$ cat config.mk
export PLATFORM = sky130hd
export DESIGN_NAME = floppy_sector_id_search_flat
export DESIGN_NICKNAME = d
export VERILOG_FILES = /design/src/rtl/flp_pkg.sv /design/src/rtl/flp_req_if.sv /design/src/rtl/flp_res_if.sv /design/src/rtl/floppy_sector_id_search.sv /design/src/rtl/flp_ram.sv /design/src/rtl/flp_ctrl.sv /design/src/rtl/flp_dp.sv /design/src/flat_wrapper.sv
export SDC_FILE = /design/constraint.sdc
export NUM_CORES = 2
export LEC_CHECK = 0
export ABC_CLOCK_PERIOD_IN_PS = 14750
export BUFFER_PORTS_ARGS = -buffer_cell sky130_fd_sc_hd__buf_2
export CAP_MARGIN = 20
export CORE_MARGIN = 2
export CORE_UTILIZATION = 43
export CTS_BUF_LIST = sky130_fd_sc_hd__clkbuf_4 sky130_fd_sc_hd__clkbuf_8
export DETAILED_ROUTE_END_ITERATION = 12
export PLACE_DENSITY = 0.7
export SLEW_MARGIN = 20
export SYNTH_ARGS = -nofsm -noshare
export SYNTH_HDL_FRONTEND = slang
export SYNTH_SLANG_ARGS = --single-unit
$ cat constraint.sdc
create_clock -name i_clk -period 14.75 [get_ports i_clk]
set_clock_uncertainty 0.2 [all_clocks]
set_input_delay 0 -clock i_clk [delete_from_list [all_inputs] [get_ports i_clk]]
set_output_delay 0 -clock i_clk [all_outputs]
set_load 0.02 [all_outputs]
$ cat src/rtl/flp_pkg.sv
// Shared types and constants for the floppy sector ID search block.
// Used by the channel interfaces, the controller, the datapath and the top level.
// Depends on nothing.
package flp_pkg;

    // Default table depth, handed to the top-level parameter.
    localparam int MAX_SECTORS_DEF = 32;

    // Configuration register indexes and reset values.
    localparam int CFG_IDX_W = 1;
    localparam logic [CFG_IDX_W-1:0] CFG_SECTORS_PER_TRACK = 1'b0;
    localparam logic [CFG_IDX_W-1:0] CFG_EXTENDED_FORMAT   = 1'b1;
    localparam int CFG_DATA_W = 6;
    localparam logic [CFG_DATA_W-1:0] SPT_RESET = 6'd9;

    // Item modes.
    localparam logic MODE_LOAD = 1'b0;
    localparam logic MODE_FIND = 1'b1;

    // ID flag masks and the base size for the size code.
    localparam logic [7:0]  SKIP_MASK      = 8'h05;
    localparam logic [7:0]  DELETED_MASK   = 8'h80;
    localparam logic [7:0]  SIZE_CODE_MASK = 8'h07;
    localparam logic [15:0] BASE_SIZE      = 16'd128;

    localparam int OFFSET_W = 21;
    localparam int ENTRY_W  = 64;

    // One input request.
    typedef struct packed {
        logic        mode;
        logic [4:0]  entry_index;
        logic [7:0]  id_cylinder;
        logic [7:0]  id_head;
        logic [7:0]  id_record;
        logic [7:0]  id_size_code;
        logic [7:0]  status_one;
        logic [7:0]  status_two;
        logic [15:0] byte_count;
        logic        want_deleted;
        logic        any_sector;
    } t_req;

    // One search result.
    typedef struct packed {
        logic                found;
        logic [7:0]          out_cylinder;
        logic [7:0]          out_head;
        logic [7:0]          out_record;
        logic [7:0]          out_size_code;
        logic [7:0]          out_status_one;
        logic [7:0]          out_status_two;
        logic [OFFSET_W-1:0] data_offset;
        logic [15:0]         data_size;
    } t_res;

    // Commands from the controller to the datapath.
    typedef struct packed {
        logic load;
        logic start;
        logic publish;
    } t_cmd;

    // Status from the datapath to the controller.
    typedef struct packed {
        logic done;
        logic out_free;
    } t_stat;

endpackage

$ cat src/rtl/flp_req_if.sv
// Request channel of the sector ID search: valid, ready and one request.
// Depends on flp_pkg.
interface flp_req_if import flp_pkg::*; ();
    logic valid;
    logic ready;
    t_req payload;

    modport source (output valid, output payload, input ready);
    modport sink   (input valid, input payload, output ready);
endinterface

$ cat src/rtl/flp_res_if.sv
// Result channel of the sector ID search: valid, ready and one result.
// Depends on flp_pkg.
interface flp_res_if import flp_pkg::*; ();
    logic valid;
    logic ready;
    t_res payload;

    modport source (output valid, output payload, input ready);
    modport sink   (input valid, input payload, output ready);
endinterface

$ cat src/rtl/floppy_sector_id_search.sv
// Floppy sector ID search: a load request writes one table entry; a find runs
// the scan that reads one RAM entry per cycle over up to two revolutions of
// the track, and an empty track ends the find without a scan.
// The output register lets the next request in while a result waits.
// Synchronous active-low reset clears control state and configuration; the
// entry RAM holds no defined contents until loaded.
module floppy_sector_id_search import flp_pkg::*; #(
    parameter int MAX_SECTORS = MAX_SECTORS_DEF
) (
    input  logic                  i_clk,
    input  logic                  i_rst_n,
    input  logic                  i_cfg_we,
    input  logic [CFG_IDX_W-1:0]  i_cfg_index,
    input  logic [CFG_DATA_W-1:0] i_cfg_data,
    flp_req_if.sink               i_req,
    flp_res_if.source             o_res
);

    t_cmd  w_cmd;
    t_stat w_stat;

    flp_ctrl u_ctrl (
        .i_clk      (i_clk),
        .i_rst_n    (i_rst_n),
        .i_req_valid(i_req.valid),
        .i_req_mode (i_req.payload.mode),
        .o_req_ready(i_req.ready),
        .i_stat     (w_stat),
        .o_cmd      (w_cmd)
    );

    flp_dp #(
        .MAX_SECTORS(MAX_SECTORS)
    ) u_dp (
        .i_clk      (i_clk),
        .i_rst_n    (i_rst_n),
        .i_cfg_we   (i_cfg_we),
        .i_cfg_index(i_cfg_index),
        .i_cfg_data (i_cfg_data),
        .i_req      (i_req.payload),
        .i_cmd      (w_cmd),
        .o_stat     (w_stat),
        .i_out_ready(o_res.ready),
        .o_out_valid(o_res.valid),
        .o_out      (o_res.payload)
    );

    // A load and a search never start in the same cycle.
    a_one_cmd: assert property (@(posedge i_clk) disable iff (!i_rst_n)
        !(w_cmd.load && w_cmd.start))
        else $error("load and start issued together");

    // A result is only published into a free output register.
    a_pub_free: assert property (@(posedge i_clk) disable iff (!i_rst_n)
        w_cmd.publish |-> w_stat.out_free)
        else $error("publish into an occupied output register");

    // A published result is presented on the next cycle.
    a_pub_valid: assert property (@(posedge i_clk) disable iff (!i_rst_n)
        w_cmd.publish |=> o_res.valid)
        else $error("published result not presented");

    // No new request is taken while a search runs.
    a_busy: assert property (@(posedge i_clk) disable iff (!i_rst_n)
        w_cmd.start |=> !i_req.ready)
        else $error("request taken during a search");

endmodule

$ cat src/rtl/flp_ram.sv
// Generic single-write, single-read RAM with a registered read port.
// Depends on nothing.
module flp_ram #(
    parameter int WIDTH = 64,
    parameter int DEPTH = 32,
    parameter int ADDR_W = (DEPTH > 1) ? $clog2(DEPTH) : 1
) (
    input  logic              i_clk,
    input  logic              i_we,
    input  logic [ADDR_W-1:0] i_waddr,
    input  logic [WIDTH-1:0]  i_wdata,
    input  logic [ADDR_W-1:0] i_raddr,
    output logic [WIDTH-1:0]  o_rdata
);

    logic [WIDTH-1:0] r_mem [DEPTH];
    logic [WIDTH-1:0] r_rdata;

    // Write port and registered read port.
    always_ff @(posedge i_clk) begin
        if (i_we) begin
            r_mem[i_waddr] <= i_wdata;
        end
        r_rdata <= r_mem[i_raddr];
    end

    assign o_rdata = r_rdata;

endmodule

$ cat src/rtl/flp_ctrl.sv
// Controller of the sector ID search: accepts requests, runs a search to its
// end and hands the result to the output register. Depends on flp_pkg.
module flp_ctrl import flp_pkg::*; (
    input  logic  i_clk,
    input  logic  i_rst_n,
    input  logic  i_req_valid,
    input  logic  i_req_mode,
    output logic  o_req_ready,
    input  t_stat i_stat,
    output t_cmd  o_cmd
);

    typedef enum logic [1:0] {
        S_IDLE,
        S_SCAN,
        S_POST
    } t_state;

    t_state r_state, n_state;
    logic   r_ready, n_ready;
    logic   w_accept;

    assign w_accept = i_req_valid && r_ready;

    // Next state and commands.
    always_comb begin
        n_state       = r_state;
        n_ready       = r_ready;
        o_cmd.load    = 1'b0;
        o_cmd.start   = 1'b0;
        o_cmd.publish = 1'b0;
        case (r_state)
            S_IDLE: begin
                if (w_accept) begin
                    if (i_req_mode == MODE_FIND) begin
                        o_cmd.start = 1'b1;
                        n_state     = S_SCAN;
                        n_ready     = 1'b0;
                    end else begin
                        o_cmd.load = 1'b1;
                    end
                end
            end
            S_SCAN: begin
                if (i_stat.done) begin
                    n_state = S_POST;
                end
            end
            S_POST: begin
                // Wait until the output register can take the result.
                if (i_stat.out_free) begin
                    o_cmd.publish = 1'b1;
                    n_state       = S_IDLE;
                    n_ready       = 1'b1;
                end
            end
            default: begin
                n_state = S_IDLE;
                n_ready = 1'b1;
            end
        endcase
    end

    // State and registered ready.
    always_ff @(posedge i_clk) begin
        if (!i_rst_n) begin
            r_state <= S_IDLE;
            r_ready <= 1'b1;
        end else begin
            r_state <= n_state;
            r_ready <= n_ready;
        end
    end

    assign o_req_ready = r_ready;

endmodule

$ cat src/rtl/flp_dp.sv
// Datapath of the sector ID search: configuration registers, the entry RAM,
// the scan pipeline with offset accumulation, and the output register.
// Depends on flp_pkg and flp_ram.
module flp_dp import flp_pkg::*; #(
    parameter int MAX_SECTORS = MAX_SECTORS_DEF
) (
    input  logic                  i_clk,
    input  logic                  i_rst_n,
    input  logic                  i_cfg_we,
    input  logic [CFG_IDX_W-1:0]  i_cfg_index,
    input  logic [CFG_DATA_W-1:0] i_cfg_data,
    input  t_req                  i_req,
    input  t_cmd                  i_cmd,
    output t_stat                 o_stat,
    input  logic                  i_out_ready,
    output logic                  o_out_valid,
    output t_res                  o_out
);

    localparam int IDX_W = (MAX_SECTORS > 1) ? $clog2(MAX_SECTORS) : 1;
    localparam int CNT_W = $clog2(MAX_SECTORS + 1);

    // Control registers.
    logic [CFG_DATA_W-1:0] r_spt_cfg;
    logic                  r_ext;
    logic [IDX_W-1:0]      r_pos;
    logic                  r_rd_live;
    logic                  r_d_valid;
    logic                  r_done;
    logic                  r_out_valid;

    // Scan payload registers.
    logic [IDX_W-1:0]    r_rd_idx;
    logic                r_rd_pass;
    logic [IDX_W-1:0]    r_d_idx;
    logic                r_d_pass;
    logic [IDX_W-1:0]    r_pos0;
    logic [OFFSET_W-1:0] r_offset;
    t_req                r_key;
    t_res                r_res;
    t_res                r_out;

    logic [CNT_W-1:0]   w_spt;
    logic [CNT_W-1:0]   w_spt_m1;
    logic [IDX_W-1:0]   w_start_pos;
    logic               w_load_ok;
    logic [IDX_W-1:0]   w_waddr;
    logic [ENTRY_W-1:0] w_wdata;
    logic [15:0]        w_load_size;
    logic [ENTRY_W-1:0] w_rdata;
    logic               w_rd_last;
    logic               w_d_last;
    logic               w_active;
    logic               w_readable;
    logic               w_id_match;
    logic               w_hit;
    logic               w_miss_end;
    logic [IDX_W-1:0]   w_next_pos;

    // Effective track length, clamped to the table depth.
    assign w_spt = ({1'b0, r_spt_cfg} > 7'(MAX_SECTORS)) ? CNT_W'(MAX_SECTORS)
                                                          : CNT_W'(r_spt_cfg);
    assign w_spt_m1 = w_spt - CNT_W'(1);
    assign w_start_pos = (CNT_W'(r_pos) >= w_spt) ? '0 : r_pos;

    // Load path: entry packing and size selection.
    assign w_load_ok = (int'(i_req.entry_index) < MAX_SECTORS);
    assign w_waddr   = IDX_W'(i_req.entry_index);
    assign w_load_size = r_ext ? i_req.byte_count
        : 16'(BASE_SIZE << (i_req.id_size_code & SIZE_CODE_MASK));
    assign w_wdata = {w_load_size, i_req.status_two, i_req.status_one,
                      i_req.id_size_code, i_req.id_record, i_req.id_head,
                      i_req.id_cylinder};

    flp_ram #(
        .WIDTH (ENTRY_W),
        .DEPTH (MAX_SECTORS),
        .ADDR_W(IDX_W)
    ) u_entry_ram (
        .i_clk  (i_clk),
        .i_we   (i_cmd.load && w_load_ok),
        .i_waddr(w_waddr),
        .i_wdata(w_wdata),
        .i_raddr(r_rd_idx),
        .o_rdata(w_rdata)
    );

    // Evaluation of the entry that the RAM returns this cycle.
    assign w_rd_last  = (CNT_W'(r_rd_idx) == w_spt_m1);
    assign w_d_last   = (CNT_W'(r_d_idx) == w_spt_m1);
    assign w_active   = r_d_pass || (r_d_idx >= r_pos0);
    assign w_readable = ((w_rdata[39:32] & SKIP_MASK) == 8'h00);
    assign w_id_match = (((w_rdata[47:40] & DELETED_MASK) != 8'h00) == r_key.want_deleted)
                        && (w_rdata[7:0]   == r_key.id_cylinder)
                        && (w_rdata[15:8]  == r_key.id_head)
                        && (w_rdata[23:16] == r_key.id_record)
                        && (w_rdata[31:24] == r_key.id_size_code);
    assign w_hit      = r_d_valid && w_active && w_readable
                        && (r_key.any_sector || w_id_match);
    assign w_miss_end = r_d_valid && !w_hit && w_d_last && r_d_pass;
    assign w_next_pos = w_d_last ? '0 : IDX_W'(r_d_idx + IDX_W'(1));

    // Control state: configuration, position, pipeline valids, output valid.
    always_ff @(posedge i_clk) begin
        if (!i_rst_n) begin
            r_spt_cfg   <= SPT_RESET;
            r_ext       <= 1'b0;
            r_pos       <= '0;
            r_rd_live   <= 1'b0;
            r_d_valid   <= 1'b0;
            r_done      <= 1'b0;
            r_out_valid <= 1'b0;
        end else begin
            if (i_cfg_we) begin
                case (i_cfg_index)
                    CFG_SECTORS_PER_TRACK: r_spt_cfg <= i_cfg_data;
                    CFG_EXTENDED_FORMAT:   r_ext     <= i_cfg_data[0];
                    default: ;
                endcase
            end
            r_done <= 1'b0;
            if (i_cmd.load && w_load_ok) begin
                r_pos <= '0;
            end
            if (i_cmd.start) begin
                r_d_valid <= 1'b0;
                if (w_spt == '0) begin
                    r_done <= 1'b1;
                    r_pos  <= '0;
                end else begin
                    r_rd_live <= 1'b1;
                end
            end else begin
                r_d_valid <= r_rd_live;
                if (r_rd_live && w_rd_last && r_rd_pass) begin
                    r_rd_live <= 1'b0;
                end
                // A hit or the end of the second pass ends the search.
                if (w_hit || w_miss_end) begin
                    r_rd_live <= 1'b0;
                    r_d_valid <= 1'b0;
                    r_done    <= 1'b1;
                    r_pos     <= w_hit ? w_next_pos : '0;
                end
            end
            if (i_cmd.publish) begin
                r_out_valid <= 1'b1;
            end else if (i_out_ready) begin
                r_out_valid <= 1'b0;
            end
        end
    end

    // Scan counters, offset accumulation and result capture.
    always_ff @(posedge i_clk) begin
        if (i_cmd.start) begin
            r_rd_idx  <= '0;
            r_rd_pass <= 1'b0;
            r_offset  <= '0;
            r_pos0    <= w_start_pos;
            r_key     <= i_req;
            r_res     <= '0;
        end else begin
            if (r_rd_live) begin
                r_rd_idx <= w_rd_last ? '0 : IDX_W'(r_rd_idx + IDX_W'(1));
                if (w_rd_last) begin
                    r_rd_pass <= 1'b1;
                end
            end
            if (r_d_valid) begin
                r_offset <= w_d_last ? '0 : r_offset + OFFSET_W'(w_rdata[63:48]);
            end
            if (w_hit) begin
                r_res.found          <= 1'b1;
                r_res.out_cylinder   <= w_rdata[7:0];
                r_res.out_head       <= w_rdata[15:8];
                r_res.out_record     <= w_rdata[23:16];
                r_res.out_size_code  <= w_rdata[31:24];
                r_res.out_status_one <= w_rdata[39:32];
                r_res.out_status_two <= w_rdata[47:40];
                r_res.data_offset    <= r_offset;
                r_res.data_size      <= w_rdata[63:48];
            end
        end
        r_d_idx  <= r_rd_idx;
        r_d_pass <= r_rd_pass;
        if (i_cmd.publish) begin
            r_out <= r_res;
        end
    end

    assign o_stat.done     = r_done;
    assign o_stat.out_free = !r_out_valid || i_out_ready;
    assign o_out_valid     = r_out_valid;
    assign o_out           = r_out;

endmodule
$ cat src/flat_wrapper.sv
// flat-port wrapper written by rule: the top's interface ports become plain ports
module floppy_sector_id_search_flat import flp_pkg::*;
#(
    parameter int MAX_SECTORS = MAX_SECTORS_DEF
)
  (i_clk, i_rst_n, i_cfg_we, i_cfg_index, i_cfg_data, i_req_valid, i_req_payload, i_req_ready, o_res_valid, o_res_payload, o_res_ready);
  flp_req_if i_req_i ();
  flp_res_if o_res_i ();
  input  logic i_clk;
  input  logic i_rst_n;
  input  logic i_cfg_we;
  input  logic [CFG_IDX_W-1:0] i_cfg_index;
  input  logic [CFG_DATA_W-1:0] i_cfg_data;
  input wire logic [$bits(i_req_i.valid)-1:0] i_req_valid;
  input wire logic [$bits(i_req_i.payload)-1:0] i_req_payload;
  output wire logic [$bits(i_req_i.ready)-1:0] i_req_ready;
  output wire logic [$bits(o_res_i.valid)-1:0] o_res_valid;
  output wire logic [$bits(o_res_i.payload)-1:0] o_res_payload;
  input wire logic [$bits(o_res_i.ready)-1:0] o_res_ready;
  assign i_req_i.valid = i_req_valid;
  assign i_req_i.payload = i_req_payload;
  assign i_req_ready = i_req_i.ready;
  assign o_res_valid = o_res_i.valid;
  assign o_res_payload = o_res_i.payload;
  assign o_res_i.ready = o_res_ready;
  floppy_sector_id_search #(.MAX_SECTORS(MAX_SECTORS)) u_core (.i_clk(i_clk), .i_rst_n(i_rst_n), .i_cfg_we(i_cfg_we), .i_cfg_index(i_cfg_index), .i_cfg_data(i_cfg_data), .i_req(i_req_i), .o_res(o_res_i));
endmodule
==> insert_results.sql <==
INSERT INTO impl_metrics (metric_group, metric, value, unit) VALUES
('status', 'outcome', 'finished clean', ''),
('logic_synthesis', 'synthesis.area_per_instance', '23.06', 'µm²'),
('drt', 'routed_len_inst', '29.33', 'µm'),
('finish', 'fillerInstances', '16027', ''),
('logic_synthesis', 'synth-main-ff-cell', 'sky130_fd_sc_hd__edfxtp_1', ''),
('power_and_ir_drop', 'power.switching_fraction', '0.2495', ''),
('power_and_ir_drop', 'power_density', '157.4', 'mW/mm²'),
('finish', 'finish.cell_count_without_fillers', '7526', ''),
('logic_synthesis', 'synth_compound_area_frac', '0.007318', ''),
('global_routing', 'initial_antenna_violation_count', '19', ''),
('power_and_ir_drop', 'clock_group_share_of_total_power', '0.349', ''),
('timing', 'maxClockFrequency', '185.9', 'MHz'),
('finish', 'layout.nets', '4635', ''),
('finish', 'areaGrowthSynthToFinish', '15.76', '%'),
('power_and_ir_drop', 'p_comb_frac', '0.176', ''),
('die', 'core', '0.2067', 'mm²'),
('power_and_ir_drop', 'leakage_power', '33.14', 'nW'),
('clocking', 'cts.reportedPaths.clkPinSlew', '0.06', 'ns'),
('power_and_ir_drop', 'seq_power_share', '0.475', ''),
('logic_synthesis', 'synth_edf_count', '2173', ''),
('drt', 'detailedRoute.firstIterationViolations', '5249', ''),
('logic_synthesis', 'synth-async-reset-ratio', '0', ''),
('drt', 'post-route-drc-count', '0', ''),
('critical_path', 'cp_num_buf_inv', '2', ''),
('global_routing', 'grt_max_degree', '113', ''),
('finish', 'drive_gt1_frac', '0.3460', ''),
('timing', 'finalSetupTns', '0', 'ns'),
('logic_synthesis', 'synthXorXnorAreaFrac', '0.006336', ''),
('global_routing', 'groute.usage.overall', '0.2079', ''),
('timing', 'timing.max_slew.rel_slack', '0.2000', ''),
('clocking', 'worst_skew_pair.late_latency', '1.08', 'ns'),
('clocking', 'clock_sinks', '2375', ''),
('global_routing', 'grt_pass1_vias', '43920', ''),
('logic_synthesis', 'synth.distinct_cells', '66', ''),
('flow_run', 'maxCapViolCount', '0', ''),
('critical_path', 'cp.required', '15.40', 'ns'),
('timing', 'hold_ws', '0.02371', 'ns'),
('drt', 'final_antenna_net_count', '0', ''),
('critical_path', 'worst_path_dominant_cell_family', 'buffers and inverters', ''),
('logic_synthesis', 'post_synth_instance_area', '0.08925', 'mm²'),
('timing', 'timing.final.crit_period', '5.379', 'ns'),
('logic_synthesis', 'postSynthNetCount', '3986', ''),
('critical_path', 'critical_path_start_type', 'flop', ''),
('drt', 'dr_total_vias', '43374', ''),
('critical_path', 'timing.rr.start', 'u_core.u_dp.u_entry_ram.o_rdata[22]$_DFF_P_', ''),
('power_and_ir_drop', 'vdd.ir_drop.worst', '0.0001392', 'V'),
('critical_path', 'critPathMostFrequentCell', 'sky130_fd_sc_hd__buf_4', ''),
('die', 'dieArea', '0.2112', 'mm²'),
('power_and_ir_drop', 'netSwitchingPower', '4.059', 'mW'),
('logic_synthesis', 'post_synthesis_register_bit_count', '2375', ''),
('critical_path', 'worstPathArrival', '6.03', 'ns'),
('clocking', 'cts_made_buffers', '386', ''),
('clocking', 'ctsHtreeMaxLevel', '5', ''),
('die', 'io_pins', '172', ''),
('logic_synthesis', 'postSynthCellCount', '3871', ''),
('clocking', 'post-cts-setup-buffers', '0', ''),
('timing', 'drv_slew', '0', ''),
('logic_synthesis', 'synth.mux.area_fraction', '0.1805', ''),
('die', 'chipWidth', '459.6', 'µm'),
('logic_synthesis', 'ys.warnings.count', '0', ''),
('logic_synthesis', 'yosys.area_share.simple', '0.01520', ''),
('placement', 'place_congestion', '0.7750', ''),
('clocking', 'cts_repair_resize_count', '0', ''),
('drt', 'avgViaCountPerCell', '5.763', ''),
('logic_synthesis', 'yosysTopAreaCell', 'sky130_fd_sc_hd__edfxtp_1', ''),
('timing', 'worst-slew-pin-transition', '1.200', 'ns'),
('global_routing', 'wire_length_of_the_first_global_routing_pass', '314700', 'µm'),
('critical_path', 'critical_path.max_stage_delay', '0.87', 'ns'),
('min_path', 'worstHoldPathType', 'in2reg', ''),
('timing', 'finalCritPeriodShare', '0.3647', ''),
('die', 'row_count', '167', '');
==> logic make-up after synthesis <==
family / Yosys count
compound gates: 99
xor+xnor: 63
fa+ha+maj: 31
buf+inv: 205
flops: 2375
mux: 801
simple gates: 297
==> flip-flops by register name, summed over array words and instances (netlist names) <==
signal                           count
u_core.u_dp.u_entry_ram.o_rdata     64
u_core.u_dp.r_spt_cfg                6
u_core.u_dp.r_d_valid                1
u_core.u_dp.r_rd_pass                1
u_core.u_dp.r_d_idx                  5
u_core.u_dp.r_done                   1
u_core.u_dp.r_rd_live                1
u_core.u_dp.r_offset                21
u_core.u_dp.r_rd_idx                 5
u_core.u_dp.r_pos                    5
u_core.u_dp.r_d_pass                 1
u_core.u_dp.r_res                   86
u_core.u_ctrl.o_req_ready            1
u_core.u_dp.u_entry_ram.r_mem     2048
u_core.u_dp.r_ext                    1
u_core.u_dp.r_pos0                   5
u_core.u_ctrl.r_state                2
u_core.u_dp.o_out                   86
u_core.u_dp.o_out_valid              1
u_core.u_dp.r_key                   34
==> power groups by stage <==
stage,registers (mW),clock network (mW),logic [mW]
after detailed placement,7.87,0,2.86
after global routing,7.73,6.06,3.07
after global placement,7.87,0,2.82
after CTS,7.73,5.78,2.91
final,7.72,5.68,2.87
after floorplan,7.68,0,2.30
==> metal layers <==
metal / part of all wire / track usage
met1: 0.40 / 0.2902
met2: 0.48 / 0.3305
met3: 0.092 / 0.04308
met4: 0.027 / 0.06437
met5: 0.00040 / 0
==> cell usage after synthesis (5+ instances only) <==
cell type	number
sky130_fd_sc_hd__nand4_1	14
sky130_fd_sc_hd__ha_1	30
sky130_fd_sc_hd__o21bai_1	5
sky130_fd_sc_hd__nand2_1	33
sky130_fd_sc_hd__and2_1	11
sky130_fd_sc_hd__nor2b_1	8
sky130_fd_sc_hd__xnor2_1	46
sky130_fd_sc_hd__mux2i_1	95
sky130_fd_sc_hd__buf_1	25
sky130_fd_sc_hd__nand3b_1	5
sky130_fd_sc_hd__o22ai_1	5
sky130_fd_sc_hd__nand3_1	19
sky130_fd_sc_hd__xor2_1	16
sky130_fd_sc_hd__inv_1	20
sky130_fd_sc_hd__dfxtp_1	202
sky130_fd_sc_hd__a21o_1	8
sky130_fd_sc_hd__buf_2	40
sky130_fd_sc_hd__nor2_1	164
sky130_fd_sc_hd__mux4_2	640
sky130_fd_sc_hd__nor3_1	7
sky130_fd_sc_hd__nor4_1	5
sky130_fd_sc_hd__mux2_2	66
sky130_fd_sc_hd__o21ai_0	15
sky130_fd_sc_hd__or3_1	8
sky130_fd_sc_hd__clkbuf_1	106
sky130_fd_sc_hd__buf_4	8
sky130_fd_sc_hd__edfxtp_1	2173
sky130_fd_sc_hd__nand2b_1	9
sky130_fd_sc_hd__a21oi_1	31
==> path summary, 6_finish.rpt <==
check / endpoint / slack [ns] / cells past startpoint
setup / recovery: u_core.u_dp.r_res[66]$_SDFFE_PP0P_ / 9.37 / 9
hold / removal: u_core.u_dp.u_entry_ram.r_mem[19][57]$_DFFE_PP_ / 0.02 / 4
setup reg to reg: u_core.u_dp.r_res[66]$_SDFFE_PP0P_ / 9.37 / 9
hold reg to reg: u_core.u_dp.r_d_pass$_DFF_P_ / 0.17 / 0
==> final cells by class <==
| type | instances | area, µm² | share of cell area |
|---|---|---|---|
| Inverter | 22 | 87.58 | 0.0008477 |
| Clock buffer | 563 | 6879 | 0.06658 |
| Timing Repair Buffer | 444 | 3403 | 0.03294 |
| Tap cell | 2704 | 3383 | 0.03275 |
| Antenna cell | 4 | 10.01 | 0.00009688 |
| Clock inverter | 123 | 842.1 | 0.008150 |
| Multi-Input combinational cell | 1291 | 19400 | 0.1878 |
| Sequential cell | 2375 | 69320 | 0.6709 |
==> tightest hold or removal path, stage by stage <==
cell and delay [ns]:
sky130_fd_sc_hd__dlygate4sd3_1 0.53, sky130_fd_sc_hd__buf_2 0.10, sky130_fd_sc_hd__nand2_1 0.11, sky130_fd_sc_hd__o21ai_4 0.31
==> placed cells by master (no fill, tap or decap), types with 5 or more instances in the layout <==
| cell | count |
|---|---|
| sky130_fd_sc_hd__nand4_1 | 14 |
| sky130_fd_sc_hd__nand2_1 | 33 |
| sky130_fd_sc_hd__buf_4 | 89 |
| sky130_fd_sc_hd__xnor2_1 | 46 |
| sky130_fd_sc_hd__nor2_4 | 33 |
| sky130_fd_sc_hd__nor2_1 | 132 |
| sky130_fd_sc_hd__dfxtp_4 | 5 |
| sky130_fd_sc_hd__clkbuf_4 | 139 |
| sky130_fd_sc_hd__nand3b_1 | 5 |
| sky130_fd_sc_hd__nor3_1 | 7 |
| sky130_fd_sc_hd__dfxtp_1 | 197 |
| sky130_fd_sc_hd__ha_1 | 30 |
| sky130_fd_sc_hd__and2_1 | 11 |
| sky130_fd_sc_hd__buf_12 | 7 |
| sky130_fd_sc_hd__clkinv_1 | 65 |
| sky130_fd_sc_hd__nand3_1 | 19 |
| sky130_fd_sc_hd__clkinvlp_4 | 6 |
| sky130_fd_sc_hd__mux4_2 | 640 |
| sky130_fd_sc_hd__xor2_1 | 16 |
| sky130_fd_sc_hd__nand2b_1 | 9 |
| sky130_fd_sc_hd__nor4_1 | 5 |
| sky130_fd_sc_hd__clkbuf_8 | 424 |
| sky130_fd_sc_hd__mux2i_1 | 95 |
| sky130_fd_sc_hd__clkinv_2 | 36 |
| sky130_fd_sc_hd__o22ai_1 | 5 |
| sky130_fd_sc_hd__dlygate4sd3_1 | 160 |
| sky130_fd_sc_hd__nor2b_1 | 7 |
| sky130_fd_sc_hd__bufinv_16 | 10 |
| sky130_fd_sc_hd__o21ai_0 | 13 |
| sky130_fd_sc_hd__buf_2 | 182 |
| sky130_fd_sc_hd__o21bai_1 | 5 |
| sky130_fd_sc_hd__inv_1 | 20 |
| sky130_fd_sc_hd__or3_1 | 8 |
| sky130_fd_sc_hd__a21oi_1 | 31 |
| sky130_fd_sc_hd__edfxtp_1 | 2173 |
| sky130_fd_sc_hd__mux2_2 | 66 |
| sky130_fd_sc_hd__a21o_1 | 8 |
==> through the flow <==
stage,utilization,power [mW],cell area [µm²],setup WS [ns]
2_1_floorplan,-,9.980,89250,9.685
6_report,0.5000,16.27,103300,9.371
3_3_place_gp,0.4536,10.69,93740,9.248
5_1_grt,0.5000,16.86,103300,8.884
4_1_cts,0.4994,16.41,103200,9.212
3_5_place_dp,0.4540,10.73,93820,9.186
Note: power is estimated with default switching activity, not from simulation.
